## src/design/fsa_pkg.sv

```systemverilog
package fsa_pkg;

  localparam int POSITION_BITS = 24;
  localparam int QUAT_BITS = 16;
  localparam int CORDIC_STAGES_DEF = 16;
  localparam int TABLE_LEN = 24;

  localparam int ANGLE_BITS = 16;
  localparam int ANGLE_MAX = 25736;
  localparam int ROUND_SHIFT = 16;

  localparam int DIFF_BITS = POSITION_BITS + 1;
  localparam int PROD_BITS = 2 * QUAT_BITS;
  localparam int MAT_BITS = PROD_BITS + 2;
  localparam int TERM_BITS = MAT_BITS + DIFF_BITS;
  localparam int LOCAL_BITS = TERM_BITS + 2;

  localparam int NORM_BITS = 30;
  localparam int SHIFT_SPAN = LOCAL_BITS - NORM_BITS;
  localparam int SHIFT_BITS = $clog2(SHIFT_SPAN + 1);
  localparam int SQR_BITS = 2 * NORM_BITS;
  localparam int SQ_BITS = SQR_BITS + 1;
  localparam int ROOT_BITS = NORM_BITS + 1;
  localparam int TRIAL_BITS = 2 * ROOT_BITS + 1;

  localparam int CX_BITS = NORM_BITS + 4;
  localparam int CZ_BITS = 33;

  localparam logic signed [CZ_BITS-1:0] ANGLE_LIMIT = CZ_BITS'(ANGLE_MAX) <<< ROUND_SHIFT;
  localparam logic signed [CZ_BITS-1:0] ROUND_HALF = CZ_BITS'(1) <<< (ROUND_SHIFT - 1);

  // atan(2^-i) in Q30 radians, truncated
  localparam logic [31:0] ATAN_Q30 [TABLE_LEN] = '{
    32'h3243F6A8, 32'h1DAC6705, 32'h0FADBAFC, 32'h07F56EA6, 32'h03FEAB76, 32'h01FFD55B,
    32'h00FFFAAA, 32'h007FFF55, 32'h003FFFEA, 32'h001FFFFD, 32'h000FFFFF, 32'h0007FFFF,
    32'h0003FFFF, 32'h0001FFFF, 32'h0000FFFF, 32'h00007FFF, 32'h00003FFF, 32'h00001FFF,
    32'h00000FFF, 32'h000007FF, 32'h000003FF, 32'h000001FF, 32'h000000FF, 32'h0000007F
  };

  typedef struct packed {
    logic signed [QUAT_BITS-1:0]     palm_w;
    logic signed [QUAT_BITS-1:0]     palm_x;
    logic signed [QUAT_BITS-1:0]     palm_y;
    logic signed [QUAT_BITS-1:0]     palm_z;
    logic signed [POSITION_BITS-1:0] knuckle_x;
    logic signed [POSITION_BITS-1:0] knuckle_y;
    logic signed [POSITION_BITS-1:0] knuckle_z;
    logic signed [POSITION_BITS-1:0] tip_x;
    logic signed [POSITION_BITS-1:0] tip_y;
    logic signed [POSITION_BITS-1:0] tip_z;
  } fsa_pose_t;

  typedef struct packed {
    logic signed [ANGLE_BITS-1:0] splay_angle;
    logic                         degenerate;
  } fsa_splay_t;

  typedef struct packed {
    logic vld;
    logic degen;
    logic neg;
  } fsa_tag_t;

endpackage

```

## src/design/fsa_sqrt_cell.sv

```systemverilog
module fsa_sqrt_cell #(
  parameter int K = 0
) (
  input  logic                              clk,
  input  logic                              rst,
  input  logic                              en,
  input  fsa_pkg::fsa_tag_t                 tag_in,
  input  logic [fsa_pkg::SQ_BITS-1:0]       rem_in,
  input  logic [fsa_pkg::ROOT_BITS-1:0]     root_in,
  input  logic [fsa_pkg::NORM_BITS-1:0]     ax_in,
  output fsa_pkg::fsa_tag_t                 tag_out,
  output logic [fsa_pkg::SQ_BITS-1:0]       rem_out,
  output logic [fsa_pkg::ROOT_BITS-1:0]     root_out,
  output logic [fsa_pkg::NORM_BITS-1:0]     ax_out
);
  import fsa_pkg::*;

  logic [TRIAL_BITS-1:0] trial;
  logic [TRIAL_BITS-1:0] rem_wide;
  logic                  fit;

  // (root + 2^K)^2 - root^2
  assign trial = (TRIAL_BITS'(root_in) << (K + 1)) + (TRIAL_BITS'(1) << (2 * K));
  assign rem_wide = TRIAL_BITS'(rem_in);
  assign fit = rem_wide >= trial;

  always_ff @(posedge clk) begin
    if (rst) begin
      tag_out <= '0;
    end else if (en) begin
      tag_out <= tag_in;
    end
  end

  always_ff @(posedge clk) begin
    if (en) begin
      rem_out <= fit ? SQ_BITS'(rem_wide - trial) : rem_in;
      root_out <= fit ? (root_in | (ROOT_BITS'(1) << K)) : root_in;
      ax_out <= ax_in;
    end
  end

endmodule

```

## config.mk

```make
export PLATFORM = sky130hd
export DESIGN_NAME = fsa_sqrt_cell
export DESIGN_NICKNAME = d
export VERILOG_FILES = /design/src/design/fsa_pkg.sv /design/src/design/fsa_sqrt_cell.sv
export SDC_FILE = /design/constraint.sdc
export NUM_CORES = 1
export LEC_CHECK = 0
export ABC_CLOCK_PERIOD_IN_PS = 4300
export BUFFER_PORTS_ARGS = -buffer_cell sky130_fd_sc_hd__buf_2
export CORE_UTILIZATION = 52
export CTS_BUF_LIST = sky130_fd_sc_hd__clkbuf_8
export DETAILED_ROUTE_END_ITERATION = 10
export GPL_TIMING_DRIVEN = 0
export HOLD_SLACK_MARGIN = 0.02
export MAX_ROUTING_LAYER = met4
export PLACE_DENSITY = 0.83
export SYNTH_ARGS = -nofsm -noshare
export SYNTH_HDL_FRONTEND = slang
export SYNTH_SLANG_ARGS = --single-unit
```

## constraint.sdc

```tcl
create_clock -name clk -period 4.3 [get_ports clk]
set_input_delay 0.86 -clock clk [delete_from_list [all_inputs] [get_ports clk]]
set_output_delay 0.86 -clock clk [all_outputs]
set_load 0.01 [all_outputs]
```

# == After elaboration in Yosys (flattened, before gate mapping) ==
# Index checks and enable logic that the tools add are counted.
# totals
regBits,125
latchBits,0
mem_bits_rw,0
rom_bits,0
inputBits,128
output_inout_bits,125
n_memories,0
# op_classes
n_addsub,2
multipliers,0
n_div,0
order_cmp,1
eq_ne,0
shift,0
n_mux,1
bitwise_logic,0
n_reduce_logical,0
# ops
operator,count
$ge 61x33->1,1
$mux 61,1
$sub 61x33->61,1
$add 32x1->33 const B,1

# == Longest topological paths before layout ==
# logic_depth
ltp_word,3
depth_mapped,12
depth_no_buf,11

# == Worst setup path before layout ==
# Ideal clock, no wire load.
# synth_timing
kind,in2reg
startpoint,in root_in[9] in the netlist's numbering
endpoint,"reg rem_out[11] in the netlist's numbering, data pin"
setup_time_ns,0.270
t_arrival_ns,3.319
required_ns,4.030
setup_slack_ns,0.710
cell_stages,12
cell_sequence,inv_1 > ha_1 > clkbuf_1 > nand3_1 > nor4_1 > a21oi_1 > a311oi_1 > nand3_1 > o21ai_1 > buf_2 > buf_1 > a21oi_1
# synth_between
elab_chain_cells,3
word_cells_on_any_way,4
cone_classes,2 x add/sub; 1 x order compare; 1 x mux
# synth_rtl
item,line,rtl
from (decl),fsa_sqrt_cell.sv:9,"input logic [fsa_pkg::ROOT_BITS-1:0] root_in,"
$add 32x1->33 *,fsa_sqrt_cell.sv:23,assign trial = (TRIAL_BITS'(root_in) << (K + 1)) + (TRIAL_BITS'(1) << (2 * K));
$sub 61x33->61 / $ge 61x33->1 (equally long branches),"fsa_sqrt_cell.sv:37, fsa_sqrt_cell.sv:25",
$mux 61 *,fsa_sqrt_cell.sv:37,rem_out <= fit ? SQ_BITS'(rem_wide - trial) : rem_in;
to (signal assigned),fsa_sqrt_cell.sv:37,
to (decl),fsa_sqrt_cell.sv:12,"output logic [fsa_pkg::SQ_BITS-1:0] rem_out,"
# Mark *: on every way between the ends. The rest lies on a longest branch, timed or not.
# A chain may end at the register's enable or synchronous reset.

# == Final worst setup path ==
# layout_timing
startpoint,in root_in[10] in the netlist's numbering
endpoint,"reg rem_out[18] in the netlist's numbering, data pin"
# Same word-level chain as after synthesis.

==> summary.md <==
| Metric | Value |
|---|---|
| Core Area | `around 13000 sq um` |
| Syn. warnings | `0` |
| Drt first pass iters | `5` |
| # port buffers | `roughly 250` |
| Crit-path cells | `buf_2, inv_1, ha_1, clkbuf_1, nand3_1, nor4_1, a21oi_1, a311oi_2, nand3_1, o21ai_2, buf_2, buf_1, a21oi_1` |
| R2R Setup Slk | `around 3.7 ns` |
| Cell taking the most area after synthesis | `edfxtp_1` |
| Status | `complete, no violations` |
| CP Capture Point | `rem_out[18]` |
| Post-Syn Area | `about 7000 sq um` |
| Worst VDD drop | `between 0.2 and 0.25 mV` |
| Critical path peak fanout | `10` |
| Starting density of the core | `0.542` |
| CP required | `4.47 ns` |
| Prevailing post-synth register cell | `edfxtp_1` |
| Worst-Margin Slew | `slightly below 0.7 ns` |
| Nets@finish | `about 1100` |
| Overflow after GRT | `0` |
| Kind of critical path | `input port to flip-flop` |
| Post-detailed-route wirelength per cell | `between 15 and 20 um` |
| Slowest cell on the critical path | `a311oi_2` |
| Final hold vios | `0` |
| First-pass GRT wire length | `28400 um` |
| CP startpoint kind | `input port` |
| CP startpoint | `root_in[10]` |
| Leak Pwr | `3.80 nW` |
| Die H | `roughly 120 um` |
| I/O pins | `around 250` |
| Clk Tree Root Cell | `clkbuf_8` |
| Worst r2r dst | `tag_out[0]` |
| Placed insts | `roughly 1100` |
| Final WS setup | `between 0.3 and 0.4 ns` |
| Reg2reg path depth | `2` |
| Dpl ws | `-0.502 ns` |
| EDFF count, synth | `between 100 and 150` |
| Top-count cell post-synth | `edfxtp_1` |
| Post-DP HPWL | `between 10000 and 15000 um` |
| Vias per cell | `around 5.4` |
| Synth area leaders | `edfxtp_1 (53%), ha_1 (5.8%), a21oi_1 (4.7%)` |
| Setup repair bufs after CTS | `0` |
| Crit path time final | `~3.9 ns` |
| Commonest cells in the netlist | `edfxtp_1 (122), a21oi_1 (66), nor2_1 (56)` |
| Detailed Route Iter0 Violations | `between 300 and 400` |
| Tcrit/Tclk final | `0.918` |
| Final setup viols | `0` |
| FFs w/ async S/R, synth | `0` |
| Initial antenna violation count | `1` |
| Vias | `5921` |
| Peak per-stage delay on the critical path | `around 0.48 ns` |
| Final non-filler cell total | `~1100` |
| Final ANT Viol Nets | `0` |
| Reg-to-Reg Start | `tag_out[0]` |
| Register area | `around 3700 sq um` |
| Min-Delay Path Class | `flip-flop to flip-flop` |
| RSZ-0062 raised after global routing | `no` |
| Pin count of the biggest net entering global routing | `between 80 and 90` |
| PD cells | `383 nW/um^2` |
| Die Wd | `around 120 um` |
| Synth Register Bits | `about 130` |
| GR Util All Layers | `0.270` |
| CTS tree | `built` |
| Die area | `~14000 sq um` |
| Max cap viols | `0` |
| TritonCTS buffer count | `17` |
| Area fraction of the dominant cell type after synthesis | `0.527` |
| Relative slew slack | `0.547` |
| Worst EP arrival | `4.11 ns` |
| Area delta synth->final | `28.7%` |
| Synthesized instance count | `640` |
| Row cnt | `41` |
| Critical path capture point type | `flip-flop` |
| Routed WL | `around 18000 um` |
| Residual DRC | `0` |
| Avg Cell Area, Syn | `between 10 and 15 sq um` |
| Vias in the first global route | `~5700` |
| Fillcell total | `between 1000 and 1500` |
| Share of layout cells above drive strength 1 | `0.342` |
| Sequential area share after synthesis | `0.535` |
| Min-Delay Path Depth | `2` |
| Worst-Skew Late Latency | `between 0.4 and 0.5 ns` |
| Post-Route Skew | `0 ns` |
| Post-synth cell types | `between 50 and 60` |
| Clock sink count | `125` |
| Max-slew violation count | `0` |
| Largest buffer count on any clock path | `2` |
| Syn_nets | `between 800 and 900` |
| H-tree depth | `4` |
| Area occupied by multi-input gates | `between 2000 and 3000 sq um` |
| Worst-path clk slew | `around 0.07 ns` |
| GPL Wtd Cong | `between 0.9 and 1` |
| Achievable Freq | `between 200 and 300 MHz` |
cells in the final DEF, fill, tap and decap left out, drive strengths merged, types with 4 or more instances in the layout:
master and instances:
buf 256, edfxtp 122, a21oi 66, nor2 56, inv 52, nand2 39, xnor2 36, clkbuf 35
ha 32, xor2 23, o21ai 23, nand4 16, nor4 15, nor3 14, or2 14, or4 10
or3 9, o211ai 8, nand3 8, mux2 6, nor2b 6, bufinv 6, a31oi 5, o21bai 5
a21o 5, clkinv 5, o21a 4, a211o 4
what timing repair did:
| action | 4_1_cts | 5_1_grt |
|---|---|---|
| setup endpoints to repair | 10 | 16 |
| resized for setup | 1 | 2 |
| hold buffers | 0 | 0 |
stage by stage:
stage	utilization	hold WS [ns]	power, W	area (sq um)	setup TNS (ns)
2_1_floorplan	-	0.528	0.00193	6960	0
3_3_place_gp	0.657	0.470	0.00221	8430	-9.98
3_5_place_dp	0.660	0.488	0.00223	8460	-11.05
4_1_cts	0.697	0.504	0.00346	8940	0
5_1_grt	0.698	0.543	0.00358	8950	0
6_report	0.698	0.504	0.00343	8950	0
flip-flops by register name, summed over array words and instances (netlist names):
| register | flops |
|---|---|
| ax_out | 30 |
| root_out | 31 |
| rem_out | 61 |
| tag_out | 3 |
final cells by class:
cell class,instances,area share
multi-input combinational,443,0.331
clock buffer,17,0.0261
antenna,1,0.000280
buffer,22,0.0105
tap,172,0.0240
timing repair buffer,252,0.144
inverter,50,0.0210
sequential,125,0.416
clock inverter,14,0.0270
metal layers:
metal / up-vias / share of wire / GRT usage
li1: 2913 / - / -
met4: 0 / 0.012 / 0.0713
met1: 2764 / 0.42 / 0.323
met2: 226 / 0.51 / 0.459
met3: 18 / 0.055 / 0.0606
met5: - / 0 / -
power breakdown:
group,switching [W],internal (W),leakage (nW)
combinational,0.000408,0.000288,2.34
clock,0.000473,0.000748,0.236
sequential,0.0000273,0.00149,1.22
worst min path at each step:
stage	startpoint	to	slack (ns)
floorplan	tag_out[0]	tag_out[0]	0.53
global placement	tag_out[0]	tag_out[0]	0.47
detailed placement	tag_out[2]	tag_out[2]	0.49
CTS	tag_out[2]	tag_out[2]	0.50
global route	tag_out[2]	tag_out[2]	0.54
finish	tag_out[1]	tag_out[1]	0.50
critical path: cells and delay by family:
family	cells	cell delay, ns
AO/OA/AOI/OAI	4	1.11
adder cells (fa/ha/maj)	1	0.26
buffers and inverters	5	1.21
AND/OR/NAND/NOR	3	0.66
kinds of logic (layout without fill, tap and decap cells):
kind of cell | Yosys count | count (layout) | share of synthesized area
simple gates | 200 | 200 | 0.149
xor+xnor | 59 | 59 | 0.0743
other cells | 0 | 1 | 0
buf+inv | 72 | 355 | 0.0403
flops | 125 | 125 | 0.535
fa+ha+maj | 33 | 33 | 0.0604
compound gates | 142 | 142 | 0.126
mux | 9 | 9 | 0.0140
(Power assumes the default switching activity.)
