<file path="src/design/fsa_pkg.sv">
package fsa_pkg;

  localparam int POSITION_BITS = 24;
  localparam int QUAT_BITS = 16;
  localparam int CORDIC_STAGES_DEF = 16;
  localparam int TABLE_LEN = 24;

  localparam int ANGLE_BITS = 16;
  localparam int ANGLE_MAX = 25736;
  localparam int ROUND_SHIFT = 16;

  localparam int DIFF_BITS = POSITION_BITS + 1;
  localparam int PROD_BITS = 2 * QUAT_BITS;
  localparam int MAT_BITS = PROD_BITS + 2;
  localparam int TERM_BITS = MAT_BITS + DIFF_BITS;
  localparam int LOCAL_BITS = TERM_BITS + 2;

  localparam int NORM_BITS = 30;
  localparam int SHIFT_SPAN = LOCAL_BITS - NORM_BITS;
  localparam int SHIFT_BITS = $clog2(SHIFT_SPAN + 1);
  localparam int SQR_BITS = 2 * NORM_BITS;
  localparam int SQ_BITS = SQR_BITS + 1;
  localparam int ROOT_BITS = NORM_BITS + 1;
  localparam int TRIAL_BITS = 2 * ROOT_BITS + 1;

  localparam int CX_BITS = NORM_BITS + 4;
  localparam int CZ_BITS = 33;

  localparam logic signed [CZ_BITS-1:0] ANGLE_LIMIT = CZ_BITS'(ANGLE_MAX) <<< ROUND_SHIFT;
  localparam logic signed [CZ_BITS-1:0] ROUND_HALF = CZ_BITS'(1) <<< (ROUND_SHIFT - 1);

  // atan(2^-i) in Q30 radians, truncated
  localparam logic [31:0] ATAN_Q30 [TABLE_LEN] = '{
    32'h3243F6A8, 32'h1DAC6705, 32'h0FADBAFC, 32'h07F56EA6, 32'h03FEAB76, 32'h01FFD55B,
    32'h00FFFAAA, 32'h007FFF55, 32'h003FFFEA, 32'h001FFFFD, 32'h000FFFFF, 32'h0007FFFF,
    32'h0003FFFF, 32'h0001FFFF, 32'h0000FFFF, 32'h00007FFF, 32'h00003FFF, 32'h00001FFF,
    32'h00000FFF, 32'h000007FF, 32'h000003FF, 32'h000001FF, 32'h000000FF, 32'h0000007F
  };

  typedef struct packed {
    logic signed [QUAT_BITS-1:0]     palm_w;
    logic signed [QUAT_BITS-1:0]     palm_x;
    logic signed [QUAT_BITS-1:0]     palm_y;
    logic signed [QUAT_BITS-1:0]     palm_z;
    logic signed [POSITION_BITS-1:0] knuckle_x;
    logic signed [POSITION_BITS-1:0] knuckle_y;
    logic signed [POSITION_BITS-1:0] knuckle_z;
    logic signed [POSITION_BITS-1:0] tip_x;
    logic signed [POSITION_BITS-1:0] tip_y;
    logic signed [POSITION_BITS-1:0] tip_z;
  } fsa_pose_t;

  typedef struct packed {
    logic signed [ANGLE_BITS-1:0] splay_angle;
    logic                         degenerate;
  } fsa_splay_t;

  typedef struct packed {
    logic vld;
    logic degen;
    logic neg;
  } fsa_tag_t;

endpackage

</file>
<file path="src/design/fsa_cordic_cell.sv">
module fsa_cordic_cell #(
  parameter int IDX = 0
) (
  input  logic                               clk,
  input  logic                               rst,
  input  logic                               en,
  input  fsa_pkg::fsa_tag_t                  tag_in,
  input  logic signed [fsa_pkg::CX_BITS-1:0] cx_in,
  input  logic signed [fsa_pkg::CX_BITS-1:0] cy_in,
  input  logic signed [fsa_pkg::CZ_BITS-1:0] cz_in,
  output fsa_pkg::fsa_tag_t                  tag_out,
  output logic signed [fsa_pkg::CX_BITS-1:0] cx_out,
  output logic signed [fsa_pkg::CX_BITS-1:0] cy_out,
  output logic signed [fsa_pkg::CZ_BITS-1:0] cz_out
);
  import fsa_pkg::*;

  logic [CX_BITS-1:0]        cx_mag, cy_mag;
  logic signed [CX_BITS-1:0] sx, sy;
  logic signed [CZ_BITS-1:0] step_ang;
  logic                      rot_cw;

  // shifts truncate toward zero
  assign cx_mag = cx_in[CX_BITS-1] ? CX_BITS'(-cx_in) : CX_BITS'(cx_in);
  assign cy_mag = cy_in[CX_BITS-1] ? CX_BITS'(-cy_in) : CX_BITS'(cy_in);
  assign sx = cx_in[CX_BITS-1] ? -$signed(cx_mag >> IDX) : $signed(cx_mag >> IDX);
  assign sy = cy_in[CX_BITS-1] ? -$signed(cy_mag >> IDX) : $signed(cy_mag >> IDX);
  assign step_ang = CZ_BITS'(ATAN_Q30[IDX]);
  assign rot_cw = !cy_in[CX_BITS-1] && (cy_in != '0);

  always_ff @(posedge clk) begin
    if (rst) begin
      tag_out <= '0;
    end else if (en) begin
      tag_out <= tag_in;
    end
  end

  always_ff @(posedge clk) begin
    if (en) begin
      if (rot_cw) begin
        cx_out <= cx_in + sy;
        cy_out <= cy_in - sx;
        cz_out <= cz_in + step_ang;
      end else begin
        cx_out <= cx_in - sy;
        cy_out <= cy_in + sx;
        cz_out <= cz_in - step_ang;
      end
    end
  end

  a_cx_positive: assert property (@(posedge clk) disable iff (rst)
    tag_out.vld |-> !cx_out[CX_BITS-1])
    else $error("cordic x went negative");

endmodule

</file>
<file path="config.mk">
export PLATFORM = sky130hd
export DESIGN_NAME = fsa_cordic_cell
export DESIGN_NICKNAME = d
export VERILOG_FILES = /design/src/design/fsa_pkg.sv /design/src/design/fsa_cordic_cell.sv
export SDC_FILE = /design/constraint.sdc
export NUM_CORES = 1
export LEC_CHECK = 0
export ABC_AREA = 1
export BUFFER_PORTS_ARGS = -buffer_cell sky130_fd_sc_hd__buf_4
export CORE_UTILIZATION = 50
export CTS_CLUSTER_DIAMETER = 120
export CTS_CLUSTER_SIZE = 16
export DETAILED_ROUTE_END_ITERATION = 16
export PLACE_DENSITY = 0.8
export SLEW_MARGIN = 15
export SYNTH_ARGS = -nofsm -noshare
export SYNTH_HDL_FRONTEND = slang
export SYNTH_SLANG_ARGS = --single-unit
export TNS_END_PERCENT = 5
</file>
<file path="constraint.sdc">
create_clock -name clk -period 7.01 [get_ports clk]
set_input_delay 1.7525 -clock clk [delete_from_list [all_inputs] [get_ports clk]]
set_output_delay 1.7525 -clock clk [all_outputs]
set_load 0.1 [all_outputs]
</file>
# After elaboration in Yosys (flattened, before gate mapping)
# Index checks and enable logic that the tools add are counted.
[totals]
register_bits = 104
latchBits = 0
mem_bits_rw = 0
rom_bits = 0
in_bits = 107
out_inout_bits = 104
n_memories = 0
[op_classes]
add_sub_neg = 10
mul = 0
n_div = 0
order_cmp = 0
n_eq_ne = 0
shift = 0
mux = 7
bitwise_logic = 0
reduce_logical = 3
[ops]
columns = ["operator", "count"]
rows = [
  ["34-bit two-way mux", 6],
  ["34-bit negator", 4],
  ["34-bit adder", 2],
  ["34-bit subtractor", 2],
  ["34-bit nonzero test", 1],
  ["33-bit by 31-bit adder with 33-bit output, second input constant", 1],
  ["33-bit two-way mux", 1],
  ["33-bit by 31-bit subtractor with 33-bit output, second input constant", 1],
  ["1-bit logical AND", 1],
  ["1-bit logical NOT", 1],
]

# Longest topological paths before layout
# Gate-level depths: netlist of run 1.
[depth]
word_depth = 6
mapped_depth = 39

# Least setup slack after synthesis of run 1
# OpenSTA, ideal clock, no wires.
[synth_timing]
path_kind = "input port to flip-flop"
startpoint = "in cy_in[0] (netlist name)"
endpoint = "reg cx_out[31] (netlist name) (data pin)"
arrival_time_ps = 5942
setup_slack_ps = 808
stages = 27
path_cell_list = "inv_1 -> ha_1 -> nand2_4 -> nor2_8 -> nand4_1 -> inv_1 -> nand4_1 -> o21ai_2 -> inv_1 -> clkbuf_1 -> o21ai_0 -> ha_1 -> nand3_1 -> nand2_1 -> a21oi_1 -> o21ai_1 -> a21oi_1 -> inv_1 -> a21oi_1 -> o21ai_1 -> a21oi_1 -> o21ai_1 -> nand2_1 -> nand2_1 -> nand2_1 -> nand2_1 -> xor2_1"
[synth_between]
elab_chain_len = 6
elab_cells_between_ends = 9
cone_classes = "add/sub (4); mux (3); reduce/logical (2)"
[synth_lines]
columns = ["element", "line", "source"]
rows = [
  ["start: declaration", "fsa_cordic_cell.sv:9", "input logic signed [fsa_pkg::CX_BITS-1:0] cy_in,"],
  ["34-bit negator", "fsa_cordic_cell.sv:25", "assign cy_mag = cy_in[CX_BITS-1] ? CX_BITS'(-cy_in) : CX_BITS'(cy_in);"],
  ["34-bit two-way mux", "fsa_cordic_cell.sv:25", ""],
  ["34-bit negator", "fsa_cordic_cell.sv:27", "assign sy = cy_in[CX_BITS-1] ? -$signed(cy_mag >> IDX) : $signed(cy_mag >> IDX);"],
  ["34-bit two-way mux", "fsa_cordic_cell.sv:27", ""],
  ["34-bit subtractor or 34-bit adder (tied branches)", "fsa_cordic_cell.sv:46, fsa_cordic_cell.sv:42", ""],
  ["34-bit two-way mux (*)", "fsa_cordic_cell.sv:41", "if (rot_cw) begin"],
  ["end signal: assignment", "fsa_cordic_cell.sv:42", "cx_out <= cx_in + sy;"],
  ["end signal: assignment", "fsa_cordic_cell.sv:46", "cx_out <= cx_in - sy;"],
  ["end: declaration", "fsa_cordic_cell.sv:12", "output logic signed [fsa_pkg::CX_BITS-1:0] cx_out,"],
]
# Mark *: on every way between the ends. The rest lies on a longest branch, timed or not.
# A chain may end at the register's enable or synchronous reset.

# Worst setup path in the final report of run 1
[layout_timing]
startpoint = "in cy_in[0] (netlist name)"
endpoint = "reg cx_out[33] (netlist name) (data pin)"
# The elaborated chain is that of the path after synthesis.

==> impl_metrics.json, run 1 <==
{
  "outcome": "finished, final reports clean",
  "multiInputGateArea_mm2": 0.00985,
  "dpl.cell_count": 2762,
  "antenna_left": 0,
  "p_per_area_mw_per_mm2": 243,
  "ys_seq_area_share_pct": 21.8,
  "crit_fanout": 5,
  "crit_top_cell": "nand2_1",
  "overflow": 0,
  "place_ws_ns": -0.554,
  "vias_per_cell": 5.41,
  "dpl.hpwl_um": 35900,
  "cts_tree": "yes",
  "coreArea_mm2": 0.0277,
  "cpMaxStageDelayCell": "ha_1",
  "slew_headroom_pct": 47.2,
  "tightest_slew_ns": 0.792,
  "place_area_mm2": 0.0160,
  "cts_sinks": 103,
  "die_w_um": 170,
  "netlist_top_cells_count": "657 x nand2_1, 252 x nor2_1, 240 x inv_1",
  "yosysMostFrequentCell": "nand2_1",
  "drcViolationCount": 0,
  "synth_area_mm2": 0.0141,
  "setup_viol": 0,
  "skew_ns": 0,
  "setup_ws_ns": 0.344,
  "nFillCells": 2707,
  "yosysUniqueCellTypes": 53,
  "slowest_delay_ns": 0.29,
  "total_power_uw": 3980,
  "first_pass_iters": 7,
  "final_cells": 2779,
  "avgSynthCellArea_um2": 6.42,
  "wl_per_cell_um": 15.8,
  "floorplan.die_area_mm2": 0.0288,
  "start_util_pct": 50.7,
  "drt_iter0_markers": 1144,
  "synth_edf_count": 100,
  "ctsHoldBuffers": 0,
  "final_nets": 2603,
  "regArea_mm2": 0.00306,
  "async_reset_ff_share_pct": 0,
  "grtUsageTotal_pct": 30.0,
  "route.vias.total": 15000,
  "ir_worst_vdd_mv": 0.246,
  "synth-seq-cells": 103,
  "clk_latency_ns": 0.35,
  "io_buffers": 210,
  "fin_util_pct": 59.1,
  "endpoint_kind": "flop",
  "numCtsBuffers": 9,
  "critical_path.top_delay_family": "simple AND/OR/NAND/NOR gates",
  "cts_buffer_depth": 2,
  "gp_congestion": 0.919,
  "synth_area_leader_cell": "edfxtp_1",
  "std_cell_rows": 61,
  "postSynthCellCount": 2190,
  "synth_fa_ha_area_share_pct": 9.06,
  "synth-simple-area-share_pct": 40.5,
  "cts_max_level": 3,
  "maxSlewViolCount": 0,
  "yosys.area.top_type_share_pct": 21.4,
  "synth.area.top_cells": "edfxtp_1 21%, nand2_1 18%, ha_1 8.6%",
  "die_h_um": 170,
  "drive_above_1_share_pct": 15.6,
  "critPathLaunchType": "input pin",
  "postLayoutCellArea_mm2": 0.0164,
  "fmax_mhz": 150,
  "antenna_found_initial": 0,
  "critPathRequiredTime_ns": 7.17,
  "diodes": 0,
  "min_period_ns": 6.67,
  "fin_crit_sh_pct": 95.1,
  "grt_pass1_vias": 13900,
  "final-hold-violation-count": 0,
  "wirelength_um": 43900,
  "cp.arrival_ns": 6.83,
  "area_delta_synth_final_pct": 16.4,
  "synthesis.nets": 2397,
  "synth_ff_type": "edfxtp_1",
  "grt_pass1_wl_um": 68800,
  "io_pins": 211,
  "synth_compound_area_share_pct": 10.5,
  "crit_buf_inv": 6,
  "min_path_type": "flop to flop",
  "critPathKind": "input pin to flop",
  "clk_pin_slew_worst_paths_ns": 0.10,
  "synth_xor_area_share_pct": 9.89,
  "synth_mux_area_share_pct": 0,
  "cts_root_buffer": "clkbuf_16",
  "grt_max_degree": 61,
  "yosysWarnings": 0,
  "leakage_uw": 0.00818,
  "maxCapViolations": 0,
  "synth_top_family_by_area": "simple AND/OR/NAND/NOR gates"
}
## flip-flops by register name, indices dropped and copies added (netlist names)
signal and cells:
tag_out 3, cz_out 33, cx_out 34, cy_out 33
## path summary, 6_finish.rpt
check                                start         end  slack [ns]  depth (start not counted)
worst min register to register  tag_out[1]  tag_out[1]        0.46                          2
worst min-delay path            tag_out[1]  tag_out[1]        0.46                          2
worst max-delay path              cy_in[0]  cx_out[33]        0.34                         35
worst max register to register  tag_out[2]  tag_out[2]        6.42                          2
## where the power goes
part / switching, uW / internal [uW] / leakage [uW]
clock: 271 / 281 / 0.000139
combinational: 1880 / 623 / 0.00704
sequential: 44.5 / 880 / 0.00100
## cells in the final DEF (no fill, tap or decap), types with 73 or more instances in the layout
| cell type | count |
|---|---|
| buf_4 | 227 |
| nor2_1 | 252 |
| ha_1 | 97 |
| a21oi_1 | 120 |
| nand2_1 | 657 |
| nand3_1 | 183 |
| xor2_1 | 114 |
| o21ai_0 | 73 |
| inv_1 | 240 |
| edfxtp_1 | 100 |
## worst min-delay path, stage by stage (launching register included)
cell and delay [ns]:
dfxtp_1 0.31, nand2_1 0.06, a21oi_1 0.05
## timing repair
action	4_1_cts	5_1_grt
buffers inserted	0	1
resized for setup	1	2
endpoints found under the setup margin	1	1
pin swaps	0	1
## routing by layer
layer  global-route usage, %  share of wire [%]  vias to the layer above
met5                       0                  0                        -
met4                    9.71                2.6                        0
met3                    3.36                5.8                       65
met2                    51.7                 47                      537
met1                    39.0                 45                     6862
li1                        -                  -                     7582
## stage by stage
step	hold WS, ns	setup TNS [ns]
finish	0.462	0
global placement	0.448	-0.454
detailed placement	0.451	-0.554
CTS	0.462	0
global route	0.492	-0.00984
floorplan	0.894	0
## cells by family (layout without fill, tap and decap cells)
group           count (synthesis)  in the layout
fa+ha+maj                     100            100
compound gates                264            264
buf+inv                       287            498
xor+xnor                      157            157
simple gates                 1279           1279
flops                         103            103
## layout make-up
class,instances,area share [%]
Clock inverter,6,0.421
Timing Repair Buffer,228,10.5
Clock buffer,10,1.40
Inverter,254,5.83
Sequential cell,103,18.7
Multi-Input combinational cell,1800,60.2
Tap cell,378,2.89
No activity file was read; power rests on OpenSTA's default activity.
==> inputs of run 2 (changes only) <==
RECOVER_POWER = 100   (was default)
==> run 2 against run 1 <==
Compared with the run above:
- the flow now finishes with violations (max-capacitance violations, max-slew violations)
- wire length grew 0.11%
- sequential share of layout area grew 0.47 points
- utilization shrank 1.5 points
- register-to-register slack is essentially flat
- via count is essentially flat
- count of clock-buffer cells in the layout is the same
- critical path type unchanged
- highest routed layer unchanged
==> impl_metrics.json, run 2 (same netlist as run 1, synthesis figures left out) <==
{
  "outcome": "finished with violations",
  "violations": "max-capacitance violations, max-slew violations",
  "critPathRequiredTime_ns": 7.17,
  "ctsHoldBuffers": 0,
  "io_pins": 211,
  "r2r-end": "tag_out[0]",
  "use_met1_pct": 39.0,
  "io_buffers": 210,
  "fmax_mhz": 150,
  "critical_path.top_delay_family": "simple AND/OR/NAND/NOR gates",
  "largest_registers": "cx_out x34, cy_out x33, cz_out x33",
  "overflow": 0,
  "cts_max_level": 3,
  "drt_iter0_markers": 1140,
  "holdWs_ns": 0.459,
  "setup_tns_ns": 0,
  "largest_register": "cx_out",
  "gp_congestion": 0.919,
  "skew_ns": 0,
  "maxSlewViolCount": 107,
  "die_h_um": 170,
  "cts_root_buffer": "clkbuf_16",
  "antenna_found_initial": 0,
  "wl_per_cell_um": 15.8,
  "area_delta_synth_final_pct": 13.5,
  "final_cells": 2779,
  "antenna_left": 0,
  "start_util_pct": 50.7,
  "clk_pin_slew_worst_paths_ns": 0.10,
  "min_path_type": "flop to flop",
  "final_cell_mix": "657 x nand2_1, 252 x nor2_1, 240 x inv_1, 183 x nand3_1, 120 x a21oi_1",
  "grt_pass1_wl_um": 68800,
  "numCtsBuffers": 9,
  "coreArea_mm2": 0.0277,
  "min_to": "tag_out[1]",
  "first_pass_iters": 5,
  "fin_crit_sh_pct": 95.0,
  "clk_latency_ns": 0.36,
  "dpl.hpwl_um": 35900,
  "use_met2_pct": 51.7,
  "ir_worst_vdd_mv": 0.240,
  "cts_buffer_depth": 2,
  "vias_per_cell": 5.41,
  "drive_above_1_share_pct": 11.1,
  "final_common_cell": "nand2_1",
  "setup_viol": 0,
  "final_nets": 2603,
  "rr_startpoint": "tag_out[0]",
  "leakage_uw": 0.00779,
  "route.vias.total": 15000,
  "cp.arrival_ns": 6.82,
  "drcViolationCount": 0,
  "cts_sinks": 103,
  "slowest_delay_ns": 0.29,
  "p_per_area_mw_per_mm2": 242,
  "grt_max_degree": 61,
  "total_power_uw": 3860,
  "rr_worst_depth": 2,
  "slew_headroom_pct": -66.9,
  "final-hold-violation-count": 0,
  "grtUsageTotal_pct": 30.0,
  "min_from": "tag_out[1]",
  "hold_depth": 2,
  "dpl.cell_count": 2762,
  "die_w_um": 170,
  "cts_tree": "yes",
  "crit_fanout": 5,
  "grt_pass1_vias": 13900,
  "crit_top_cell": "nand2_1",
  "tightest_slew_ns": 2.50,
  "met3_usage_pct": 3.36,
  "r2r_slack_ns": 6.41,
  "critPathLaunchType": "input pin",
  "wirelength_um": 43900,
  "busiest_layer": "met2",
  "crit_buf_inv": 6,
  "floorplan.die_area_mm2": 0.0288,
  "endpoint_kind": "flop",
  "largest_reg_flops": 34,
  "min_period_ns": 6.66,
  "cpMaxStageDelayCell": "ha_1",
  "diodes": 0,
  "maxCapViolations": 2,
  "critPathKind": "input pin to flop",
  "std_cell_rows": 61
}
run 2: changes by cell type in the layout (fill, tap and decap cells not counted):
cell	before	now
clkbuf_1	1	108
clkbuf_2	0	1
clkbuf_4	0	3
buf_4	227	116
o21ai_0	73	76
o21ai_1	10	7
run 2: metrics by stage:
stage                     cell area, um^2  util [%]  worst slack [ns]
after global placement              16000      57.9            -0.454
after global routing                16000      57.6          -0.00983
after CTS                           16300      59.0             0.201
after floorplan                     14100         -             0.808
after detailed placement            16000      57.9            -0.554
final                               16000      57.6             0.352
run 2: worst max path at each step:
stage                        start          to  slack, ns  depth (start not counted)
final                     cy_in[0]  cx_out[33]       0.35                         35
after global routing      cy_in[0]  cx_out[33]      -0.01                         35
after CTS                 cy_in[0]  cx_out[33]       0.20                         34
after detailed placement  cy_in[0]  cx_out[33]      -0.55                         34
after global placement    cy_in[0]  cx_out[33]      -0.45                         34
after floorplan           cy_in[0]  cx_out[31]       0.81                         27
run 2: metal layers:
| metal | wire length, um | part of all wire (%) |
|---|---|---|
| met1 | 19500 | 44 |
| met2 | 20600 | 47 |
| met3 | 2760 | 6.3 |
| met4 | 1060 | 2.4 |
| met5 | 0 | 0 |
run 2: report_power, final:
part,internal [uW],total (uW),switching [uW],leakage (uW)
clock network,281,553,272,0.000139
registers,880,921,40.6,0.00100
logic,501,2390,1880,0.00665
run 2: what timing repair did:
action                                  4_1_cts  5_1_grt
pin swaps                                     0        1
endpoints found under the setup margin        1        1
buffers inserted                              0        1
resized for setup                             1        2
run 2: cell type report:
class	count	area, um^2
fillers	2807	11700
multi-input cells	1800	9850
flip-flops and latches	103	3060
repair buffers	228	1320
inverters	254	953
well taps	378	473
clock buffers	10	229
clock inverters	6	68.8
run 2: tightest hold or removal path: stages (launching register included):
cell and delay (ns):
dfxtp_1 0.31, nand2_1 0.06, a21oi_1 0.05
==> inputs of run 3 (changes only) <==
CORE_UTILIZATION = 55   (was 50)
PLACE_DENSITY = 0.86   (was 0.8)
==> run 3 against run 2 <==
Compared with the run above:
- the flow still finishes with violations (max-capacitance violations, max-slew violations)
- clock power increased by 3%
- utilization increased by 5.7 points
- critical path depth decreased by 8
- worst hold slack improved by 0.010 ns
- critical endpoint is now cx_out[31]
==> impl_metrics.json, run 3 (same netlist as run 1, synthesis figures left out) <==
{
  "cp.arrival_ns": 6.69,
  "tightest_slew_ns": 2.59,
  "min_path_type": "flop to flop",
  "route.vias.total": 15200,
  "first_pass_iters": 5,
  "std_cell_rows": 58,
  "clk_latency_ns": 0.36,
  "crit_fanout": 10,
  "leakage_uw": 0.00779,
  "largest_register": "cx_out",
  "setup_viol": 0,
  "start_util_pct": 56.0,
  "dpl.hpwl_um": 34800,
  "ir_worst_vdd_mv": 0.223,
  "largest_registers": "cx_out x34, cy_out x33, cz_out x33",
  "largest_reg_flops": 34,
  "gp_congestion": 0.943,
  "postLayoutCellArea_mm2": 0.0159,
  "final_nets": 2599,
  "endpoint_kind": "flop",
  "fin_crit_sh_pct": 93.7,
  "fmax_mhz": 152,
  "cts_max_level": 3,
  "cts_tree": "yes",
  "skew_ns": 0,
  "cts_buffer_depth": 2,
  "maxCapViolations": 1,
  "wirelength_um": 42300,
  "final_cell_mix": "659 x nand2_1, 252 x nor2_1, 241 x inv_1, 182 x nand3_1, 120 x a21oi_1",
  "p_per_area_mw_per_mm2": 243,
  "maxSlewViolCount": 48,
  "drive_above_1_share_pct": 11.1,
  "diodes": 0,
  "grtUsageTotal_pct": 32.0,
  "drt_iter0_markers": 1275,
  "critPathLaunchType": "input pin",
  "io_buffers": 210,
  "floorplan.die_area_mm2": 0.0262,
  "final-hold-violation-count": 0,
  "vias_per_cell": 5.57,
  "grt_max_degree": 87,
  "area_delta_synth_final_pct": 13.2,
  "grt_pass1_vias": 14200,
  "setup_tns_ns": 0,
  "nFillCells": 2364,
  "io_pins": 211,
  "die_h_um": 162,
  "min_period_ns": 6.57,
  "violations": "max-capacitance violations, max-slew violations",
  "critPathRequiredTime_ns": 7.13,
  "final_common_cell": "nand2_1",
  "antenna_left": 0,
  "wl_per_cell_um": 15.5,
  "coreArea_mm2": 0.0251,
  "die_w_um": 162,
  "overflow": 0,
  "clk_pin_slew_worst_paths_ns": 0.08,
  "numCtsBuffers": 9,
  "grt_pass1_wl_um": 67700,
  "outcome": "finished with violations",
  "slew_headroom_pct": -72.7,
  "critPathKind": "input pin to flop",
  "regArea_mm2": 0.00306,
  "cts_sinks": 103,
  "multiInputGateArea_mm2": 0.00986,
  "antenna_found_initial": 0,
  "place_area_mm2": 0.0160,
  "drcViolationCount": 0,
  "cts_root_buffer": "clkbuf_16"
}
-- run 3: cell types whose count changed in the layout (fill, tap and decap cells not counted), moves of 2 or more --
cell,before,now
buf_4,116,113
clkbuf_1,108,106
inv_6,1,4
clkinv_8,0,2
nand2_1,657,659
clkinvlp_4,2,0
-- run 3: critical path, stage by stage --
cell and delay [ns]:
buf_4 0.13, inv_1 0.14, ha_1 0.24, nand2_1 0.18, nor2_8 0.20, nand4_1 0.17
inv_1 0.09, nand4_1 0.15, o21ai_4 0.21, inv_1 0.17, o21ai_0 0.49, ha_1 0.36
nand3_1 0.07, nand2_1 0.08, a21oi_1 0.25, o21ai_0 0.24, a21oi_1 0.34, inv_1 0.09
a21oi_1 0.26, o21ai_0 0.19, a21oi_1 0.31, o21ai_1 0.16, nand2_1 0.09, nand2_1 0.07
nand2_1 0.07, nand2_1 0.05, xor2_1 0.14
-- run 3: through the flow --
stage / total power (uW) / util (%) / hold slack, ns / setup slack [ns] / cells
finish: 3860 / 63.3 / 0.469 / 0.440 / 2727
detailed placement: 3400 / 63.5 / 0.462 / -0.402 / 2710
floorplan: 2860 / - / 0.894 / 0.808 / 2190
global route: 4060 / 63.3 / 0.504 / -0.00228 / 2727
CTS: 3970 / 64.8 / 0.473 / 0.296 / 2726
global placement: 3360 / 63.5 / 0.447 / -0.305 / 2710
-- run 3: layout make-up --
type	count	area share (%)
Clock buffer	9	1.42
Clock inverter	7	0.614
Inverter	254	5.99
Multi-Input combinational cell	1800	62.0
Sequential cell	103	19.3
Tap cell	330	2.60
Timing Repair Buffer	224	8.13
-- run 3: layer usage --
metal	up-vias	track usage [%]	routed length [um]	share of wire [%]
met5	-	0	0	0
met4	0	10.3	1110	2.6
met3	85	3.37	2910	6.9
met2	637	55.1	19700	47
met1	6890	41.9	18500	44
li1	7567	-	-	-
-- run 3: final timing paths --
path	from	to	slack [ns]	cells past startpoint
min reg2reg	tag_out[2]	tag_out[2]	0.47	2
max	cy_in[0]	cx_out[31]	0.44	27
max reg2reg	tag_out[1]	tag_out[1]	6.41	2
min	tag_out[2]	tag_out[2]	0.47	2
-- run 3: what timing repair did --
action / in CTS / in global routing
pin swaps: 0 / 2
gates resized for setup: 1 / 6
endpoints found under the setup margin: 1 / 1
hold buffers: 0 / 0
buffers inserted: 0 / 1
-- run 3: report_power, final --
group	total [uW]	internal (uW)	leakage (uW)	switching, uW
sequential	922	880	0.00100	41.4
combinational	2370	501	0.00663	1870
clock	568	289	0.000157	278
